--- src/rtl/core/tbda_pkg.sv ---
// shared types, constants and helpers for the three-button debounce action unit
package tbda_pkg;

  // width of the wrapping tick counter and all time stamps
  localparam int unsigned TimeWidth = 32;
  localparam int unsigned NumButtons = 3;
  localparam int unsigned NumSteps = 5;

  // button indexes
  localparam int unsigned BtnBright = 0;
  localparam int unsigned BtnMode = 1;
  localparam int unsigned BtnVoice = 2;

  // register indexes on the configuration port
  localparam logic RegDebounce = 1'b0;
  localparam logic RegHold = 1'b1;

  // display mode limits
  localparam logic [2:0] ModeLast = 3'd4;

  // brightness steps in ascending order
  localparam logic [7:0] BrightSteps [NumSteps] = '{8'd8, 8'd16, 8'd32, 8'd64, 8'd102};

  typedef logic [TimeWidth-1:0] tick_t;

  // events a lane found on the current tick
  typedef struct packed {
    logic press;
    logic release_ev;
  } lane_evt_t;

  // first step above the current level, else the lowest step
  function automatic logic [7:0] next_brightness(logic [7:0] cur);
    logic [7:0] res;
    res = BrightSteps[0];
    for (int k = NumSteps - 1; k >= 0; k--) begin
      if (BrightSteps[k] > cur) begin
        res = BrightSteps[k];
      end
    end
    return res;
  endfunction

endpackage

--- src/rtl/core/tbda_lane.sv ---
// per-button debounce qualifier lane
module tbda_lane import tbda_pkg::*; (
  input  logic       clk_i,
  input  logic       rst_ni,
  input  logic       fire_i,
  input  logic       level_i,
  input  tick_t      now_i,
  input  logic [7:0] debounce_polls_i,
  output lane_evt_t  evt_o
);

  logic  raw_last_q, raw_last_d;
  logic  stable_q, stable_d;
  tick_t change_time_q, change_time_d;

  logic  changed;
  logic  qualify;
  tick_t elapsed;

  // level qualification for this tick
  assign changed = level_i != raw_last_q;
  assign elapsed = now_i - change_time_q;
  assign qualify = !changed && (level_i != stable_q) &&
                   (elapsed >= tick_t'(debounce_polls_i));

  assign evt_o.press      = qualify && !level_i;
  assign evt_o.release_ev = qualify && level_i;

  // next state on a transfer
  always_comb begin
    raw_last_d    = raw_last_q;
    stable_d      = stable_q;
    change_time_d = change_time_q;
    if (fire_i) begin
      if (changed) begin
        raw_last_d    = level_i;
        change_time_d = now_i;
      end else if (qualify) begin
        stable_d = level_i;
      end
    end
  end

  always_ff @(posedge clk_i or negedge rst_ni) begin
    if (!rst_ni) begin
      raw_last_q    <= 1'b1;
      stable_q      <= 1'b1;
      change_time_q <= '0;
    end else begin
      raw_last_q    <= raw_last_d;
      stable_q      <= stable_d;
      change_time_q <= change_time_d;
    end
  end

endmodule

--- src/rtl/core/tbda_action.sv ---
// merges lane events into actions and holds the result register
module tbda_action import tbda_pkg::*; (
  input  logic       clk_i,
  input  logic       rst_ni,
  input  logic       fire_i,
  input  lane_evt_t  evt_i [NumButtons],
  input  logic [7:0] current_brightness_i,
  input  tick_t      now_i,
  input  logic [15:0] hold_polls_i,
  input  logic       out_stall_i,
  output logic       out_valid_o,
  output logic       brightness_valid_o,
  output logic [7:0] brightness_value_o,
  output logic       mode_valid_o,
  output logic [2:0] mode_number_o,
  output logic       effect_valid_o,
  output logic       effect_number_o,
  output logic       voice_start_o,
  output logic       voice_cancel_o,
  output logic       voice_execute_o
);

  logic [2:0] mode_q, mode_d;
  logic       effect_q, effect_d;
  tick_t      press_time_q, press_time_d;
  logic       out_valid_q, out_valid_d;

  logic       bv_q, mv_q, ev_q, en_q, vs_q, vc_q, vx_q;
  logic [7:0] bval_q;
  logic [2:0] mnum_q;

  tick_t      held;
  logic       short_hold;
  logic [2:0] mode_next;

  assign held       = now_i - press_time_q;
  assign short_hold = held < tick_t'(hold_polls_i);
  assign mode_next  = (mode_q == ModeLast) ? 3'd0 : mode_q + 3'd1;

  // persistent action state
  always_comb begin
    mode_d       = mode_q;
    effect_d     = effect_q;
    press_time_d = press_time_q;
    if (fire_i) begin
      if (evt_i[BtnMode].press) begin
        mode_d = mode_next;
      end
      if (evt_i[BtnVoice].press) begin
        press_time_d = now_i;
      end
      if (evt_i[BtnVoice].release_ev && short_hold) begin
        effect_d = ~effect_q;
      end
    end
  end

  // output register valid: load on transfer in, clear once taken
  always_comb begin
    out_valid_d = out_valid_q;
    if (fire_i) begin
      out_valid_d = 1'b1;
    end else if (!out_stall_i) begin
      out_valid_d = 1'b0;
    end
  end

  always_ff @(posedge clk_i or negedge rst_ni) begin
    if (!rst_ni) begin
      mode_q       <= '0;
      effect_q     <= 1'b0;
      press_time_q <= '0;
      out_valid_q  <= 1'b0;
    end else begin
      mode_q       <= mode_d;
      effect_q     <= effect_d;
      press_time_q <= press_time_d;
      out_valid_q  <= out_valid_d;
    end
  end

  // result payload
  always_ff @(posedge clk_i) begin
    if (fire_i) begin
      bv_q   <= evt_i[BtnBright].press;
      bval_q <= evt_i[BtnBright].press ? next_brightness(current_brightness_i) : 8'd0;
      mv_q   <= evt_i[BtnMode].press;
      mnum_q <= evt_i[BtnMode].press ? mode_next : 3'd0;
      ev_q   <= evt_i[BtnVoice].release_ev && short_hold;
      en_q   <= (evt_i[BtnVoice].release_ev && short_hold) ? ~effect_q : 1'b0;
      vs_q   <= evt_i[BtnVoice].press;
      vc_q   <= evt_i[BtnVoice].release_ev && short_hold;
      vx_q   <= evt_i[BtnVoice].release_ev && !short_hold;
    end
  end

  assign out_valid_o        = out_valid_q;
  assign brightness_valid_o = bv_q;
  assign brightness_value_o = bval_q;
  assign mode_valid_o       = mv_q;
  assign mode_number_o      = mnum_q;
  assign effect_valid_o     = ev_q;
  assign effect_number_o    = en_q;
  assign voice_start_o      = vs_q;
  assign voice_cancel_o     = vc_q;
  assign voice_execute_o    = vx_q;

endmodule

--- src/rtl/core/three_button_debounce_action_unit.sv ---
// top level of the three-button debounce action unit
//
// One input transfer is one poll tick: three raw active-low button levels
// and the brightness now on the display. Each tick gives exactly one result
// transfer with brightness, mode, effect and voice action fields.
// Both channels use valid/stall; a transfer happens when valid is high and
// stall is low. The result of a tick sits in
// the output register the cycle after its transfer in.
// Throughput is one tick per cycle while the receiver takes results; the output register is loaded while
// the previous result is taken, so ticks stream back to back.
// When the receiver stalls with a result waiting, in_stall_o rises and no
// new tick is taken until that result leaves.
// The three buttons run in parallel debounce lanes; a merge stage turns
// their press/release events into actions.
// Registers on the APB port: debounce_polls at 0x0, hold_polls at 0x4.
// Write them only while the block is idle.
// Reset puts all buttons released, tick counter, mode and effect at zero,
// and the registers at 3 and 25. No clearing pass is needed.
module three_button_debounce_action_unit import tbda_pkg::*; (
  input  logic        clk_i,
  input  logic        rst_ni,
  // tick channel
  input  logic        in_valid_i,
  output logic        in_stall_o,
  input  logic        button0_level_i,
  input  logic        button1_level_i,
  input  logic        button2_level_i,
  input  logic [7:0]  current_brightness_i,
  // result channel
  output logic        out_valid_o,
  input  logic        out_stall_i,
  output logic        brightness_valid_o,
  output logic [7:0]  brightness_value_o,
  output logic        mode_valid_o,
  output logic [2:0]  mode_number_o,
  output logic        effect_valid_o,
  output logic        effect_number_o,
  output logic        voice_start_o,
  output logic        voice_cancel_o,
  output logic        voice_execute_o,
  // configuration
  input  logic        psel,
  input  logic        penable,
  input  logic        pwrite,
  input  logic [2:0]  paddr,
  input  logic [31:0] pwdata,
  output logic [31:0] prdata,
  output logic        pready
);

  logic        fire;
  logic        out_valid;
  tick_t       tick_q, tick_d;
  logic [7:0]  debounce_q, debounce_d;
  logic [15:0] hold_q, hold_d;
  logic        cfg_wr;
  logic        levels [NumButtons];
  lane_evt_t   evts [NumButtons];

  // input handshake
  assign in_stall_o = out_valid && out_stall_i;
  assign fire       = in_valid_i && !in_stall_o;

  // configuration registers
  assign pready = 1'b1;
  assign cfg_wr = psel && penable && pwrite;

  always_comb begin
    debounce_d = debounce_q;
    hold_d     = hold_q;
    if (cfg_wr) begin
      unique case (paddr[2])
        RegDebounce: debounce_d = pwdata[7:0];
        RegHold:     hold_d     = pwdata[15:0];
        default:     ;
      endcase
    end
  end

  always_comb begin
    unique case (paddr[2])
      RegDebounce: prdata = {24'd0, debounce_q};
      RegHold:     prdata = {16'd0, hold_q};
      default:     prdata = '0;
    endcase
  end

  // tick counter advances once per tick transfer
  assign tick_d = fire ? tick_q + tick_t'(1) : tick_q;

  always_ff @(posedge clk_i or negedge rst_ni) begin
    if (!rst_ni) begin
      tick_q     <= '0;
      debounce_q <= 8'd3;
      hold_q     <= 16'd25;
    end else begin
      tick_q     <= tick_d;
      debounce_q <= debounce_d;
      hold_q     <= hold_d;
    end
  end

  // debounce lanes
  assign levels[BtnBright] = button0_level_i;
  assign levels[BtnMode]   = button1_level_i;
  assign levels[BtnVoice]  = button2_level_i;

  for (genvar g = 0; g < NumButtons; g++) begin : g_lane
    tbda_lane u_lane (
      .clk_i           (clk_i),
      .rst_ni          (rst_ni),
      .fire_i          (fire),
      .level_i         (levels[g]),
      .now_i           (tick_q),
      .debounce_polls_i(debounce_q),
      .evt_o           (evts[g])
    );
  end

  // merge stage and result register
  tbda_action u_action (
    .clk_i               (clk_i),
    .rst_ni              (rst_ni),
    .fire_i              (fire),
    .evt_i               (evts),
    .current_brightness_i(current_brightness_i),
    .now_i               (tick_q),
    .hold_polls_i        (hold_q),
    .out_stall_i         (out_stall_i),
    .out_valid_o         (out_valid),
    .brightness_valid_o  (brightness_valid_o),
    .brightness_value_o  (brightness_value_o),
    .mode_valid_o        (mode_valid_o),
    .mode_number_o       (mode_number_o),
    .effect_valid_o      (effect_valid_o),
    .effect_number_o     (effect_number_o),
    .voice_start_o       (voice_start_o),
    .voice_cancel_o      (voice_cancel_o),
    .voice_execute_o     (voice_execute_o)
  );

  assign out_valid_o = out_valid;

endmodule

--- config.mk ---
export PLATFORM = sky130hd
export DESIGN_NAME = three_button_debounce_action_unit
export DESIGN_NICKNAME = d
export VERILOG_FILES = /design/src/rtl/core/tbda_pkg.sv /design/src/rtl/core/tbda_lane.sv /design/src/rtl/core/tbda_action.sv /design/src/rtl/core/three_button_debounce_action_unit.sv
export SDC_FILE = /design/constraint.sdc
export NUM_CORES = 1
export LEC_CHECK = 0
export BUFFER_PORTS_ARGS = -buffer_cell sky130_fd_sc_hd__buf_2
export CAP_MARGIN = 30
export CORE_UTILIZATION = 25
export DETAILED_ROUTE_END_ITERATION = 10
export PLACE_DENSITY = 0.45
export SKIP_LAST_GASP = 1
export SYNTH_ARGS = -nofsm -noshare
export SYNTH_HDL_FRONTEND = slang
export SYNTH_HIERARCHICAL = 1
export SYNTH_SLANG_ARGS = --single-unit
--- constraint.sdc ---
create_clock -name clk_i -period 6.6 [get_ports clk_i]
set_input_delay 0 -clock clk_i [delete_from_list [all_inputs] [get_ports clk_i]]
set_output_delay 0 -clock clk_i [all_outputs]
set_load 0.05 [all_outputs]
==> results_dict.tcl <==
set metrics [dict create \
    setup_tns_ps 0 \
    power_per_cell_area_mw_per_mm2 401 \
    p_leak_nw 10.1 \
    fin_ws_ps 1000 \
    hpwlAfterDp_mm 43.4 \
    netlist_instances 2117 \
    violations "DRC" \
    clock_latency_ps 600 \
    vdd_drop_max_v 0.000174 \
    max_freq_mhz 179 \
    numCtsBuffers 28 \
    setup_viol 0 \
    fin_nets 2431 \
    gp_congestion 0.883 \
    drive_above_1_share 0.175 \
    final_hold_viol_count 0 \
    place_ws_ps 1220 \
    power_w 0.00857 \
    hold-worst-slack_ps 76.1 \
    fp.coreArea_mm2 0.0732 \
    yosys_warnings 6 \
    clk_pin_slew_worst_paths_ps 70 \
    place.port_buffers 67 \
    syn_to_final_growth_pct 14.8 \
    vias 16000 \
    post-cts-setup-buffers 0 \
    die_area_mm2 0.0755 \
    required_ps 6910 \
    cts_sinks 209 \
    syn_area_per_cell_um2 8.78 \
    tightest_slew_ps 943 \
    finalMaxSlewViolations 0 \
    finClkSkew_ps 40.3 \
    synth_area_mm2 0.0186 \
    antenna_found_initial 1 \
    start_util 0.254 \
    critPathArrivalTime_ps 5910 \
    h-tree-depth 1 \
    cts_resized 0 \
    design_area_mm2 0.0213 \
    wire_per_inst_um 18.0 \
    grt_pass1_vias 15900 \
    start_kind "register" \
    dr.pass1.iters 11 \
    cts_buffer_depth 3 \
    cts-root-buf "clkbuf_16" \
    final_common_cell "inv_1" \
    relSlewSlack 0.369 \
    outcome "finished with violations" \
    end_kind "register" \
    ios 106 \
    maxCapViolCount 0 \
    dpl_cell_area_mm2 0.0200 \
    ctsHoldBuffers 32 \
    drc 2 \
    post-route-period-util 0.848 \
    crit_type "register to register" \
    drt_iter0_markers 912 \
    dieHeight_um 275 \
    drt-total-wl_mm 57.5 \
    holdCritPathClass "input port to register" \
    num_rows 99 \
    via_per_inst 5.00 \
    die_x_um 275 \
    track_usage 0.152 \
    cts_tree "yes" \
    worstPathMaxFanout 8 \
    grt_pass1_wl_mm 91.4 \
    detail-route-antenna-nets 0 \
    layout_common_cells "207 x inv_1, 184 x dfrtp_1, 166 x nand2_1, 166 x ha_1, 161 x mux2_2" \
    rsz0062_at_grt "false" \
    grt_start_max_net_pins 144 \
    gr-total-overflow 0 \
    fin_crit_ps 5600 \
]
-- metal layers --
layer | wire length [µm] | track usage | part of all wire | vias to the layer above
li1 | - | - | - | 7785
met1 | 28100 | 0.211 | 0.49 | 7810
met2 | 26300 | 0.251 | 0.46 | 281
met3 | 1730 | 0.0148 | 0.030 | 77
met4 | 1250 | 0.0411 | 0.022 | 0
met5 | 0 | 0 | 0 | -
-- stage by stage --
step / instances / util
finish: 3191 / 0.292
global route: 3189 / 0.291
CTS: 3189 / 0.291
detailed placement: 3105 / 0.273
global placement: 3105 / 0.273
floorplan: 2133 / -
-- final cells by class --
| cell class | count | area (µm²) |
|---|---|---|
| fill | 7741 | 51900 |
| inverter | 207 | 777 |
| multi-input combinational | 1628 | 12100 |
| timing repair buffer | 134 | 957 |
| antenna | 2 | 5.00 |
| tap | 959 | 1200 |
| sequential | 209 | 5310 |
| clock buffer | 39 | 833 |
| clock inverter | 13 | 196 |
-- critical path, stage by stage, from the launching register on --
cell	delay, ps
dfrtp_1	550
inv_1	110
ha_1	250
fa_1	420
nand2b_1	210
a21oi_2	250
nor2_1	100
xnor2_1	170
ha_1	270
a21o_1	180
a221oi_1	250
o21ai_0	280
nor2b_1	180
o2111ai_1	130
nor3_1	250
nand4_1	140
nor4b_1	330
nand4_1	160
and3_1	240
nor2b_1	180
o211a_1	120
dlygate4sd3_1	550
-- final timing paths --
check / start / depth (start not counted) / endpoint / slack [ps]
setup / recovery: tick_q[0] / 21 / u_action/brightness_value_o[6] / 1000
hold / removal: current_brightness_i[2] / 5 / u_action/brightness_value_o[1] / 80
setup reg to reg: tick_q[0] / 21 / u_action/brightness_value_o[6] / 1000
hold reg to reg: u_action/press_time_q[0] / 2 / u_action/press_time_q[0] / 500
max in group asynchronous: rst_ni / 4 / g_lane[2].u_lane/change_time_q[27] / 5110
min in group asynchronous: rst_ni / 3 / tick_q[20] / 420
-- state kept, by name, summed over array words and instances (netlist names), 3 cells and up --
| name | cells |
|---|---|
| g_lane.u_lane/change_time_q | 96 |
| tick_q | 32 |
| u_action/press_time_q | 32 |
| hold_q | 16 |
| debounce_q | 8 |
| u_action/brightness_value_o | 5 |
| g_lane.u_lane/raw_last_q | 3 |
| g_lane.u_lane/stable_q | 3 |
| u_action/mode_number_o | 3 |
| u_action/mode_q | 3 |
-- report_power, final --
part           total (W)  internal [W]  switching, W
logic            0.00525       0.00227       0.00299
clock network    0.00169       0.00104      0.000650
registers        0.00162       0.00145      0.000170
Note: power is estimated with default switching activity, not from simulation.
